[src/rtl/vrst_ram.sv]
`timescale 1ns / 1ps
module vrst_ram #(
  parameter int WIDTH = 8,
  parameter int DEPTH = 256
) (
  input  logic                     clk,
  input  logic                     we,
  input  logic [$clog2(DEPTH)-1:0] waddr,
  input  logic [WIDTH-1:0]         wdata,
  input  logic                     re,
  input  logic [$clog2(DEPTH)-1:0] raddr,
  output logic [WIDTH-1:0]         rdata
);

  logic [WIDTH-1:0] mem [DEPTH];

  always_ff @(posedge clk) begin
    if (we) begin
      mem[waddr] <= wdata;
    end
    if (re) begin
      rdata <= mem[raddr];
    end
  end

endmodule

[config.mk]
export PLATFORM = sky130hd
export DESIGN_NAME = vrst_ram
export DESIGN_NICKNAME = d
export VERILOG_FILES = /design/src/rtl/vrst_ram.sv
export SDC_FILE = /design/constraint.sdc
export NUM_CORES = 2
export LEC_CHECK = 0
export BUFFER_PORTS_ARGS = -buffer_cell sky130_fd_sc_hd__buf_2
export CAP_MARGIN = 40
export CELL_PAD_IN_SITES_DETAIL_PLACEMENT = 1
export CELL_PAD_IN_SITES_GLOBAL_PLACEMENT = 2
export CORE_AREA = 2 2 528 530
export CTS_BUF_LIST = sky130_fd_sc_hd__clkbuf_2
export CTS_CLUSTER_DIAMETER = 120
export DETAILED_ROUTE_END_ITERATION = 8
export DIE_AREA = 0 0 530 532
export MAX_ROUTING_LAYER = met4
export PLACE_DENSITY_LB_ADDON = 0.1
export SYNTH_ARGS = -nofsm -noshare
export SYNTH_HDL_FRONTEND = slang
export SYNTH_SLANG_ARGS = --single-unit
[constraint.sdc]
create_clock -name clk -period 6.55 [get_ports clk]
set_clock_uncertainty 0.15 [all_clocks]
set_input_delay 1.6375 -clock clk [delete_from_list [all_inputs] [get_ports clk]]
set_output_delay 1.6375 -clock clk [all_outputs]
set_load 0.01 [all_outputs]
# Word-level counts from Yosys, hierarchy flattened
# Memories as Yosys holds them, arrays and structs flattened. A register that Yosys moved wholly into a read port is not among the register bits.
# Index checks and enable logic that the tools add are counted.
totals:
  reg_bits: 0
  ram_bits: 2048
  input_bits: 27
  out_inout_bits: 8
  elab_cells: 3
  n_memories: 1
memory_table:
  columns: ["memory", "depth", "word_bits", "rd", "rd_ports_with_merged_regs", "wr", "line", "source"]
  rows:
  - ["mem", 256, 8, 1, 1, 1, "15", "logic [WIDTH-1:0] mem [DEPTH];"]
op_classes:
  mux: 2
op_table:
  columns: ["op", "count"]
  rows:
  - ["1-bit two-way mux", 2]

# Longest topological paths before layout
logic_depth:
  depth_word: 2
  depth_mapped: 11

# Worst setup path before layout
# No wires, ideal clock.
synth_path:
  path_type: "input to register"
  start: "input port raddr[0]"
  end: "register rdata[2], read port of mem, data pin"
  arrival_time_ns: 3.445
  required_time_ns: 6.131
  setup_slack_ns: 2.686
  stages: 9
  cell_sequence: "buf_6 -> buf_12 -> buf_8 -> buf_2 -> mux4_2 -> a22oi_1 -> a21oi_1 -> nor4_1 -> nor4_2"
synth_rtl:
  columns: ["element", "line", "source"]
  rows:
  - ["start, declared", "11", "input logic [$clog2(DEPTH)-1:0] raddr,"]
  - ["end, declared", "12", "output logic [WIDTH-1:0] rdata"]

# Worst setup path in the final report
layout_path:
  start: "register rdata[2], read port of mem"
  end: "output port rdata[2]"
# No word-level cell between the ends.

==> impl_metrics.tcl <==
set metrics [dict create \
    outcome "completed" \
    synth.yosys.warnings 0 \
    cp-start-kind "flop" \
    largest_net_degree_at_the_start_of_global_routing 141 \
    worst_ep_arrival_time_ns 2.84 \
    place.gp.congestion 0.771 \
    fmax_mhz 216 \
    powerDensity_nw_per_um2 279 \
    hold_slack_ns 0.336 \
    ioPinCount 35 \
    fillerInstances 27900 \
    worstReg2RegEnd "rdata[3]$_DFFE_PP_" \
    critPathMaxFanout 2 \
    worst_r2r_startpoint "mem[27][3]$_DFFE_PP_" \
    timing.critical_path.max_delay_family "flip-flops" \
    proportion_of_layout_cells_with_a_drive_suffix_above_1_pct 36.8 \
    netlist.top_cell.by_area "edfxtp_1" \
    worst_slew_margin_rel_pct 25.5 \
    initial_cell_density_of_the_core_pct 28.9 \
    worst_hold_path.num_cells 4 \
    synthesized_nets 3760 \
    min_clock_period_post_route_ns 4.63 \
    die_footprint_um2 282000 \
    fin_util_pct 33.4 \
    yosys_most_used_dff "edfxtp_1" \
    hold_end "mem[76][3]$_DFFE_PP_" \
    endpoint_kind "output port" \
    drt-pass1-iter-count 5 \
    worst_r2r_path_depth 8 \
    flip_flop_and_latch_count_after_synthesis 2056 \
    place.port_buffers 34 \
    setup_tns_ns 0 \
    yosysTopAreaCellShare_pct 77.5 \
    vdd.ir_drop.worst_mv 0.145 \
    global_route_wire_length_before_repair_um 358000 \
    slew_viol_final 0 \
    worst_path_max_delay_cell "edfxtp_1" \
    route.detailed.drc 0 \
    clock_tree.htree_level_count 6 \
    floorplan.rows 193 \
    finalWirelength_um 254000 \
    synth.yosys.seq_area_share_pct 77.5 \
    nNetsFinal 4534 \
    cts.sink_count 2056 \
    yosys-top-cells-count "edfxtp_1 (2,056), mux4_2 (454), nor2_1 (282)" \
    crit_buf_inv 1 \
    cap_viol_max_count 0 \
    synth_cell_types 54 \
    total_leakage_power_nw 29.7 \
    buffer_depth_of_the_longest_clock_path 4 \
    final.period_utilization_pct 70.6 \
    die_h_um 532 \
    report.final.hold_viol_count 0 \
    clkLatencyLatePin_ns 2.06 \
    final-setup-viol-count 0 \
    grt.overflow.total 0 \
    worst_pin_slew_ns 1.12 \
    mappedNetlistArea_um2 79600 \
    fp.coreArea_um2 276000 \
    detailed_place_hpwl_um 157000 \
    via_per_inst 4.78 \
    max_stage_delay_ns 0.65 \
    area_growth_pct 15.6 \
    1st_iter_drt_viols 3117 \
    cts_root_cell "clkbuf_2" \
    worst-setup-path-type "flop to output port" \
    cts_post_setup_buffers_inserted 0 \
    vias_after_detailed_routing 41400 \
    synth.most_common_cell "edfxtp_1" \
    worst_setup_hold_path_clk_slew_ns 0.09 \
    grt_setup_unrepaired "false" \
    worstPathRequired_ns 4.76 \
    first_global_vias 45100 \
    synthCells 3733 \
    grt_util_all_layers_pct 18.5 \
    grt_antenna_before_repair 20 \
    synth_edf_count 2056 \
    synthTopCellsByArea "edfxtp_1 (78%), mux4_2 (13%), mux2i_1 (1.7%)" \
    worstHoldPathType "input port to flop" \
    worstPathCellList "buf_2" \
    postSynthAreaPerCell_um2 21.3 \
    hold_path.startpoint "waddr[7]" \
    resized_cells_post_cts 0 \
    tritoncts.num_buffers 583 \
    post_synthesis_async_set_or_reset_flop_share_pct 0 \
    wire_per_inst_um 29.3 \
    reg2reg_slack_ns 3.27 \
    count_of_antenna_violating_nets_left_after_detailed_routing 0 \
    cts_tree "built" \
    die_x_um 530 \
    total_power_mw 25.7 \
]
[layer usage]
| layer | vias to the layer above | global-route usage (%) | routed length, um |
|---|---|---|---|
| li1 | 17700 | - | - |
| met1 | 22300 | 24.9 | 115000 |
| met2 | 1052 | 28.9 | 122000 |
| met3 | 370 | 3.24 | 11500 |
| met4 | 0 | 4.57 | 4960 |
| met5 | - | - | 0 |
[cell families (layout without fill, tap and decap cells)]
logic type             after synthesis  after routing  synth area share [%]
flip-flops                        2056           2056                  77.5
multiplexers                       591            591                  14.6
AND/OR/NAND/NOR                    466            466                  2.63
AO/OA/AOI/OAI                      385            385                  3.42
buffers and inverters              235           1440                  1.83
other                                0             19                     0
[cell usage in the layout, fill, tap and decap left out, drive strengths merged, types with 2 or more instances in the layout]
cell | netlist | routed
edfxtp | 2056 | 2056
clkbuf | 111 | 853
mux4 | 456 | 456
buf | 122 | 403
nor2 | 282 | 282
mux2i | 134 | 134
a22oi | 133 | 133
clkinv | 1 | 118
a21oi | 96 | 96
o221ai | 47 | 47
nand3 | 34 | 34
nand2 | 33 | 33
nor2b | 31 | 31
o22ai | 28 | 28
nor4 | 27 | 27
inv | 1 | 25
nor3 | 22 | 22
diode | 0 | 19
dlygate4sd3 | 0 | 19
a211oi | 16 | 16
a221oi | 14 | 14
o21ai | 12 | 12
clkinvlp | 0 | 11
bufinv | 0 | 11
nand4 | 10 | 10
o211ai | 10 | 10
nand2b | 8 | 8
a22o | 8 | 8
and2 | 6 | 6
o22a | 5 | 5
o32ai | 5 | 5
a2111oi | 5 | 5
or2 | 4 | 4
and3b | 2 | 2
nand3b | 2 | 2
a31oi | 2 | 2
a311oi | 2 | 2
[metrics by stage]
| step | cells | cell area, um2 | worst slack (ns) |
|---|---|---|---|
| CTS | 8642 | 92000 | 1.50 |
| global placement | 7475 | 85300 | 0.603 |
| detailed placement | 7607 | 86400 | 0.680 |
| global route | 8655 | 92100 | 1.65 |
| finish | 8662 | 92100 | 1.92 |
| floorplan | 3733 | 79600 | 2.69 |
[power by group]
part	switching [mW]	total [mW]	internal, mW
sequential	0.0213	14.5	14.5
clock	5.77	9.74	3.98
combinational	0.972	1.45	0.481
[sequential cells by signal, summed over array words and instances (netlist names)]
name   cells
mem     2048
rdata      8
[final cells by class]
| cell class | instances | area (um2) | share of cell area [%] |
|---|---|---|---|
| Antenna cell | 19 | 47.5 | 0.0516 |
| Multi-Input combinational cell | 1442 | 16600 | 18.0 |
| Sequential cell | 2056 | 61700 | 67.1 |
| Tap cell | 3705 | 4640 | 5.03 |
| Clock buffer | 853 | 4270 | 4.64 |
| Timing Repair Buffer | 422 | 3700 | 4.02 |
| Inverter | 2 | 7.51 | 0.00815 |
| Clock inverter | 163 | 1120 | 1.21 |
[worst max path at each step]
stage                                  start                 end  slack, ns  cells after the start
after CTS                 rdata[2]$_DFFE_PP_            rdata[2]       1.50                      1
after global placement              raddr[0]  rdata[3]$_DFFE_PP_       0.60                     10
final                     rdata[2]$_DFFE_PP_            rdata[2]       1.92                      1
after global routing      rdata[3]$_DFFE_PP_            rdata[3]       1.65                      1
after detailed placement            raddr[0]  rdata[3]$_DFFE_PP_       0.68                     10
after floorplan                     raddr[0]  rdata[2]$_DFFE_PP_       2.69                      9
[what timing repair did]
item                                    CTS  global route
endpoints found under the setup margin    0             0
hold buffers                             19             0
endpoints found under the hold margin   834             0
(Power assumes the default switching activity.)
