### src/rtl/vrst_pkg.sv
`timescale 1ns / 1ps
package vrst_pkg;

  // default geometry
  localparam int NAMETABLE_BYTES_DEF = 4096;
  localparam int PATTERN_BYTES_DEF   = 8192;
  localparam int DOTS_PER_LINE_DEF   = 341;
  localparam int LINES_PER_FRAME_DEF = 262;

  localparam int CNT_W = 9;

  // item operations
  localparam logic [1:0] OP_TICK  = 2'd0;
  localparam logic [1:0] OP_READ  = 2'd1;
  localparam logic [1:0] OP_WRITE = 2'd2;
  localparam logic [1:0] OP_ACK   = 2'd3;

  // register numbers
  localparam logic [2:0] REG_CTRL   = 3'd0;
  localparam logic [2:0] REG_MASK   = 3'd1;
  localparam logic [2:0] REG_STATUS = 3'd2;
  localparam logic [2:0] REG_OAMADR = 3'd3;
  localparam logic [2:0] REG_OAMDAT = 3'd4;
  localparam logic [2:0] REG_SCROLL = 3'd5;
  localparam logic [2:0] REG_ADDR   = 3'd6;
  localparam logic [2:0] REG_DATA   = 3'd7;

  // mirroring modes
  localparam logic [1:0] MIR_HORZ = 2'd0;
  localparam logic [1:0] MIR_VERT = 2'd1;

  // pending source of the read buffer
  typedef enum logic [1:0] {
    BUF_NONE = 2'd0,
    BUF_PAT  = 2'd1,
    BUF_NT   = 2'd2
  } buf_src_t;

  // timing unit to register core
  typedef struct packed {
    logic [CNT_W-1:0] dot_q;
    logic [CNT_W-1:0] line_q;
    logic             parity_q;
    logic [CNT_W-1:0] dot_nxt;
    logic [CNT_W-1:0] line_nxt;
    logic             parity_nxt;
    logic             yinc;
    logic             hcopy;
    logic             vcopy;
    logic             set_vbl;
    logic             clr_status;
  } tm_t;

endpackage

### src/rtl/vrst_timing.sv
`timescale 1ns / 1ps
module vrst_timing #(
  parameter int DOTS_PER_LINE   = vrst_pkg::DOTS_PER_LINE_DEF,
  parameter int LINES_PER_FRAME = vrst_pkg::LINES_PER_FRAME_DEF
) (
  input  logic          clk,
  input  logic          rst_n,
  input  logic          tick,
  input  logic          rendering,
  output vrst_pkg::tm_t tm
);

  localparam int W = vrst_pkg::CNT_W;
  localparam logic [W-1:0] LAST_DOT = W'(DOTS_PER_LINE - 1);
  localparam logic [W-1:0] PRE_LINE = W'(LINES_PER_FRAME - 1);
  localparam logic [W:0]   DPL      = (W+1)'(DOTS_PER_LINE);
  localparam logic [W:0]   LPF      = (W+1)'(LINES_PER_FRAME);

  logic [W-1:0] dot_r, dot_nxt;
  logic [W-1:0] line_r, line_nxt;
  logic         par_r, par_nxt;
  logic [W:0]   d1, l1;
  logic         pre, active;

  // dot and line advance with odd-frame skip
  always_comb begin
    d1 = {1'b0, dot_r} + 1'b1;
    l1 = {1'b0, line_r} + 1'b1;
    dot_nxt  = d1[W-1:0];
    line_nxt = line_r;
    par_nxt  = par_r;
    if (line_r == PRE_LINE && d1 == {1'b0, LAST_DOT} && par_r && rendering) begin
      dot_nxt  = '0;
      line_nxt = '0;
      par_nxt  = ~par_r;
    end else if (d1 >= DPL) begin
      dot_nxt = '0;
      if (l1 >= LPF) begin
        line_nxt = '0;
        par_nxt  = ~par_r;
      end else begin
        line_nxt = l1[W-1:0];
      end
    end
  end

  // scroll and vblank events at the new position
  always_comb begin
    pre    = (line_nxt == PRE_LINE);
    active = rendering && ((line_nxt < W'(240)) || pre);
    tm.dot_q      = dot_r;
    tm.line_q     = line_r;
    tm.parity_q   = par_r;
    tm.dot_nxt    = dot_nxt;
    tm.line_nxt   = line_nxt;
    tm.parity_nxt = par_nxt;
    tm.yinc       = active && dot_nxt == W'(256);
    tm.hcopy      = active && dot_nxt == W'(257);
    tm.vcopy      = active && pre && dot_nxt >= W'(280) && dot_nxt <= W'(304);
    tm.set_vbl    = dot_nxt == W'(1) && line_nxt == W'(241);
    tm.clr_status = dot_nxt == W'(1) && pre;
  end

  always_ff @(posedge clk) begin
    if (!rst_n) begin
      dot_r  <= '0;
      line_r <= '0;
      par_r  <= 1'b0;
    end else if (tick) begin
      dot_r  <= dot_nxt;
      line_r <= line_nxt;
      par_r  <= par_nxt;
    end
  end

endmodule
### config.mk
export PLATFORM = sky130hd
export DESIGN_NAME = vrst_timing
export DESIGN_NICKNAME = d
export VERILOG_FILES = /design/src/rtl/vrst_pkg.sv /design/src/rtl/vrst_timing.sv
export SDC_FILE = /design/constraint.sdc
export NUM_CORES = 1
export LEC_CHECK = 0
export BUFFER_PORTS_ARGS = -buffer_cell sky130_fd_sc_hd__buf_4
export CORE_MARGIN = 5
export CORE_UTILIZATION = 49
export CTS_CLUSTER_SIZE = 12
export DETAILED_ROUTE_END_ITERATION = 8
export PLACE_DENSITY = 0.74
export SKIP_CTS_REPAIR_TIMING = 1
export SLEW_MARGIN = 20
export SYNTH_ARGS = -nofsm -noshare
export SYNTH_HDL_FRONTEND = slang
export SYNTH_SLANG_ARGS = --single-unit
### constraint.sdc
create_clock -name clk -period 3.85 [get_ports clk]
set_input_delay 1.155 -clock clk [delete_from_list [all_inputs] [get_ports clk]]
set_output_delay 1.155 -clock clk [all_outputs]
set_load 0.005 [all_outputs]
# ---- Word-level counts from Yosys, hierarchy flattened
# Index checks and enable logic that the tools add are counted.
dict set report totals {
  regBits 19
  inputBits 4
  word_cells 38
}
dict set report classes {
  addsub 2
  magnitude_cmp 5
  n_eq_ne 7
  n_mux 8
  bitwise_logic 1
  n_reduce_logical 12
}
# cell count
set op_table {}
lappend op_table {{$mux W9} 5}
lappend op_table {{$eq A9 B9 Y1 const B} 4}
lappend op_table {{$add A9 B1 Y10 const B} 2}
lappend op_table {{$ge A10 B9 Y1 const B} 2}
lappend op_table {{$logic_and A1 B1 Y1} 11}
lappend op_table {{$eq A10 B9 Y1 const B} 1}
lappend op_table {{$eq A9 B1 Y1 const B} 1}
lappend op_table {{$eq A9 B8 Y1 const B} 1}
lappend op_table {{$ge A9 B9 Y1 const B} 1}
lappend op_table {{$le A9 B9 Y1 const B} 1}
lappend op_table {{$lt A9 B8 Y1 const B} 1}
lappend op_table {{$mux W1} 3}
lappend op_table {{$logic_or A1 B1 Y1} 1}
lappend op_table {{$not A1 Y1} 1}

# ---- Logic depth before layout (Yosys ltp)
# Gate-level depths: netlist of the first run.
dict set report logic_depth {
  word_depth 12
  mapped_depth 13
  depth_no_buf 12
}

# ---- Worst setup path after synthesis of the first run
# Ideal clock, no wire load.
dict set report synth_timing {
  path_kind {flip-flop to output port}
  start {register dot_r[0]}
  end {output tm[3] (netlist name)}
  arrival_ns 2.941
  required_time_ns 2.695
  slack_ns -0.246
  path_stages_with_launch 14
  path_buffers 1
  path_cell_list {dfxtp_1 clkbuf_1 inv_1 ha_1 a211o_1 nand2_1 o21ai_1 o21ai_2 a211oi_1 a211oi_2 inv_2 nor4b_4 nand4_2 a2111oi_2}
}
# element line_no
set synth_lines {}
lappend synth_lines {{from (decl)} vrst_timing.sv:19} ;# logic [W-1:0] dot_r, dot_nxt;
lappend synth_lines {{from (signal assigned)} vrst_timing.sv:70} ;# dot_r <= dot_nxt;
lappend synth_lines {{to (decl)} vrst_timing.sv:10} ;# output vrst_pkg::tm_t tm

==> metrics.txt, run 1 <==
status=finished with violations; failing checks=setup timing; metal3 WL=440 um; Rel. slew slack=0.738; Yosys top cell by area=dfxtp_1; post-DR wirelength/cell=18.6 um; GP Congestion=around 0.94; Hold Path Class=reg2reg; crit end category=output port; clk slew on worst S/H paths=0.09 ns; post-route insts no fill=426; Worst Skew=0.00954 ns; register area share after synthesis=0.190; f_max=around 230 MHz; clk root buf=clkbuf_8; minimum clock period after layout=~4.4 ns; Diodes inserted=0; ys async rst share=0; # fillers=253; final worst-path cycle share=1.14; crit path launch=line_r[1]$_SDFFE_PN0P_; Mean Syn Cell Area=7.82 um2; Final Util=0.822; max_cap viols=0; DRT iter0 DRCs=158; Worst Reg-to-Reg Cells=15; vias after detailed routing=approximately 2.5k; Critical R2R Launch=line_r[1]$_SDFFE_PN0P_; Core Area=about 0.0040 mm2; global-route wire length before repair=10.8 mm; Overall Global Routing Usage=0.252; Clock H-tree levels=1; pwr dens=138 mW/mm2; Seq. cell area=just under 400 um2; Routed WL=7.94 mm; critical path class=reg2out; TritonCTS Buffers=3; Yosys reg bits=19; top-count cell post-synth=nor2b_1; Synth Instances=between 200 and 300; CP endpoint=tm[2]; placed instance count=roughly 410; Commonest cells post-synth=nor2b_1, nor2_1, dfxtp_1, mux2i_1, nand2_1; # IOs=47; Final HPWL DP=5.22 mm; TNS Setup=-2.38 ns; Final Hold Vio Count=0; layout cells sized above 1=0.519; drt first pass iters=4; dominant synthesized flop cell=dfxtp_1; top sig layer=met4; DRC viols=0; R2R Setup Slk=1.23 ns; largest cells by area after synthesis=dfxtp_1, nor2b_1, mux2i_1; Startpoint Class=flip-flop; CTS tree=built; initial antenna violation count=0; Area after DPL=0.00297 mm2; peak supply drop=0.128 mV; vias in the first global route=2,311; Final Max Slew Viols=0; Worst Hold Launch=dot_r[6]$_SDFFE_PN0P_; met2 wire len=4.15 mm; Final Setup Violations=5; Post-synth EDFFs=0; WHS Path Cells=2; post-route design area=0.00326 mm2; Worst Path Max Fanout=5; area fraction of the dominant cell type after synthesis=0.190; largest net degree at the start of global routing=23; synthesis warning total=0; Die ar.=between 0.005 and 0.006 mm2; clock latency on the worst-skew pair=0.26 ns; overflow left after global routing=0; width of the die=73.9 um; clk buf depth=2; mapped cell area=0.00200 mm2; worst path required time=2.69 ns; post-route ant nets=0; Multi-input gate area=0.00169 mm2; Net Count, Synth=about 270; r2r endpoint=line_r[1]$_SDFFE_PN0P_; Worst-Margin Slew=0.392 ns; Placement Rows=23; vias per cell=between 5 and 6; fin nets=386; Clock Sinks=19; area growth from synthesis to layout=63.2%; RSZ-0062 raised after global routing=true; port buffer count=46; Initial Utilization=0.504; crit path DAT=3.23 ns; synth unique cells=60; final setup margin=-0.531 ns; die height=73.9 um; wire length on met1=3.00 mm; Leak Pwr=1.48 nW
==> area by class of cell <==
type | instances | share of cell area
inverters | 9 | 0.0111
repair buffers | 135 | 0.316
clock inverters | 1 | 0.00153
flip-flops and latches | 19 | 0.120
multi-input cells | 209 | 0.519
well taps | 50 | 0.0192
clock buffers | 3 | 0.0126
==> worst max-delay path: stages (launching register included) <==
cell and delay (ns):
dfxtp_4 0.41, inv_4 0.06, ha_4 0.27, inv_2 0.04, o22ai_2 0.15, nand3_2 0.09, or4_4 0.45, a22oi_2 0.25
buf_4 0.18, nand4_1 0.11, o21ai_1 0.13, buf_4 0.14, nand4_4 0.14, a2111oi_4 0.35, buf_4 0.17
==> routing by layer <==
layer / up-vias / GRT usage
met5: - / 0
met4: 0 / 0.105
met1: 1232 / 0.296
met2: 116 / 0.456
met3: 33 / 0.0328
li1: 1163 / -
==> cells by family (layout without fill, tap and decap cells) <==
| group | after synthesis | count (layout) | share of synthesized area |
|---|---|---|---|
| simple gates | 121 | 121 | 0.355 |
| compound gates | 54 | 54 | 0.213 |
| buf+inv | 28 | 148 | 0.0732 |
| flops | 19 | 19 | 0.190 |
| mux | 16 | 16 | 0.0800 |
| xor+xnor | 13 | 13 | 0.0569 |
| fa+ha+maj | 5 | 5 | 0.0313 |
==> worst min-delay path by stage <==
stage / end / slack (ns)
floorplan: line_r[1]$_SDFFE_PN0P_ / 0.54
global placement: dot_r[6]$_SDFFE_PN0P_ / 0.58
detailed placement: dot_r[6]$_SDFFE_PN0P_ / 0.59
CTS: dot_r[6]$_SDFFE_PN0P_ / 0.61
global route: dot_r[6]$_SDFFE_PN0P_ / 0.69
finish: dot_r[6]$_SDFFE_PN0P_ / 0.62
==> registers in the layout, summed over array words and instances, names as in the netlist <==
name,flops
line_r,9
par_r,1
dot_r,9
==> metrics by stage <==
step           hold WS, ns  setup slack (ns)  total power, mW
2_1_floorplan        0.538           -0.0101            0.259
3_3_place_gp         0.580            -0.304            0.298
3_5_place_dp         0.593            -0.322            0.299
4_1_cts              0.606            -0.604            0.444
5_1_grt              0.686            -0.662            0.469
6_report             0.620            -0.531            0.452
==> report_power, final <==
group / switching [mW] / internal [mW]
registers: 0.00412 / 0.198
logic: 0.0527 / 0.0501
clock network: 0.0744 / 0.0720
total: 0.131 / 0.321
==> cell usage in the layout (no fill, tap or decap), drive strengths merged, types with 3 or more instances in the layout <==
cell type / instances
a2111oi: 3
a211oi: 3
a21oi: 12
a22oi: 3
and2: 4
and3: 4
buf: 135
clkbuf: 3
dfxtp: 19
ha: 5
inv: 9
mux2i: 16
nand2: 20
nand2b: 4
nand3: 11
nand4: 11
nor2: 21
nor2b: 26
nor3: 3
o21ai: 15
or3: 3
or4: 4
xnor2: 6
xor2: 7
Note: power is estimated with default switching activity, not from simulation.
==> run 2, diff against run 1 <==
Settings changed: TNS_END_PERCENT set to 10.
==> metrics.txt, run 2 (synthesis results as in run 1) <==
status=finished with violations; failing checks=setup timing; CTS tree=built; DRC viols=0; clock latency on the worst-skew pair=~0.27 ns; worst path required time=2.69 ns; Startpoint Class=flip-flop; Critical R2R Launch=dot_r[0]$_SDFFE_PN0P_; layout cells sized above 1=0.515; clk slew on worst S/H paths=0.08 ns; Worst Hold End=dot_r[8]$_SDFFE_PN0P_; r2r endpoint=line_r[8]$_SDFFE_PN0P_; Worst Skew=0.00151 ns; GP Congestion=a little over 0.9; overflow left after global routing=0; crit path DAT=3.29 ns; met2 wire len=~4.1 mm; largest net degree at the start of global routing=23; Final Setup Violations=6; Final Hold Vio Count=0; Routed WL=7.95 mm; Diodes inserted=0; TritonCTS Buffers=3; Worst Path Max Fanout=8; Largest regs=dot_r (9), line_r (9), par_r (1); peak supply drop=roughly 0.12 mV; final setup margin=-0.595 ns; crit end category=output port; # IOs=47; Rel. slew slack=0.721; RSZ-0062 raised after global routing=true; wire length on met1=3.08 mm; area growth from synthesis to layout=62.0%; max_cap viols=0; Initial Utilization=0.504; critical path class=reg2out; minimum clock period after layout=between 4 and 5 ns; Worst Reg-to-Reg Cells=14; top sig layer=met4; clk root buf=clkbuf_8; die height=73.9 um; vias in the first global route=2,293; Overall Power=0.460 mW; Hold Path Class=reg2reg; width of the die=approximately 74 um; Worst-Margin Slew=0.419 ns; Final HPWL DP=5.25 mm; Clock Sinks=19; metal3 WL=356 um; global-route wire length before repair=10.9 mm; fin nets=385; Die ar.=0.00546 mm2; Overall Global Routing Usage=0.257; Core Area=0.00397 mm2; vias after detailed routing=2,562; final worst-path cycle share=1.15; Worst Hold Launch=dot_r[8]$_SDFFE_PN0P_; port buffer count=46; post-route ant nets=0; worst hold slack=0.638 ns; clk buf depth=2; drt first pass iters=5; Final Max Slew Viols=0; WHS Path Cells=2; R2R Setup Slk=1.18 ns; DRT iter0 DRCs=274; most common cell after layout, fill and taps aside=buf_4; vias per cell=6.03; f_max=about 220 MHz; post-DR wirelength/cell=18.7 um; pwr dens=142 mW/mm2; most frequent cells in the layout=buf_4, nor2b_1, nor2_1, mux2i_1, nand2_1; Placement Rows=23; Clock H-tree levels=1; initial antenna violation count=0; # fillers=~250; Leak Pwr=1.48 nW
run 2: cell count changes in the layout (fill, tap and decap cells not counted), sizes merged:
cell    previous run  this run
buf              135       134
clkinv             1         0
clkbuf             3         4
run 2: how the worst max path moves through the flow:
| stage | end | start | slack (ns) |
|---|---|---|---|
| 2_1_floorplan | tm[1] | rendering | -0.01 |
| 3_3_place_gp | tm[2] | rendering | -0.27 |
| 3_5_place_dp | tm[3] | rendering | -0.32 |
| 4_1_cts | tm[3] | dot_r[1]$_SDFFE_PN0P_ | -0.60 |
| 5_1_grt | tm[3] | line_r[3]$_SDFFE_PN0P_ | -0.68 |
| 6_report | tm[3] | dot_r[0]$_SDFFE_PN0P_ | -0.60 |
run 2: final cells by class:
| type | count | area (um2) | area share |
|---|---|---|---|
| multi-input cells | 209 | 1680 | 0.520 |
| repair buffers | 134 | 1020 | 0.315 |
| flip-flops and latches | 19 | 394 | 0.122 |
| well taps | 50 | 62.6 | 0.0193 |
| clock buffers | 4 | 45.0 | 0.0139 |
| inverters | 9 | 33.8 | 0.0104 |
run 2: metrics by stage:
step                cell area [um2]  std cells  worst slack [ns]  utilization  TNS (ns)
floorplan                      2090        256           -0.0101            -   -0.0184
global placement               2980        415            -0.275        0.750     -1.23
detailed placement             2980        415            -0.322        0.750     -1.41
CTS                            3030        419            -0.597        0.762     -2.67
global route                   3240        425            -0.681        0.816     -3.80
finish                         3240        425            -0.595        0.816     -2.84
run 2: worst max-delay path, stage by stage (launching register included):
cell       delay (ns)
dfxtp_4          0.37
ha_4             0.19
buf_6            0.12
a211o_1          0.31
nand2_2          0.10
o21ai_4          0.08
o21ai_4          0.29
a21oi_1          0.14
xnor2_1          0.33
nor4b_4          0.34
nand4_4          0.23
a2111oi_4        0.35
buf_4            0.17
run 2: routing by layer:
layer  up-vias  global-route usage
li1       1156                   -
met5         -                   0
met3        42              0.0260
met1      1220               0.318
met2       144               0.458
met4         0              0.0905
run 2: where the power goes:
part           internal [mW]  switching (mW)  total, mW
combinational         0.0518          0.0535      0.105
clock                 0.0740          0.0772      0.151
sequential             0.199         0.00404      0.203
total                  0.325           0.135      0.460
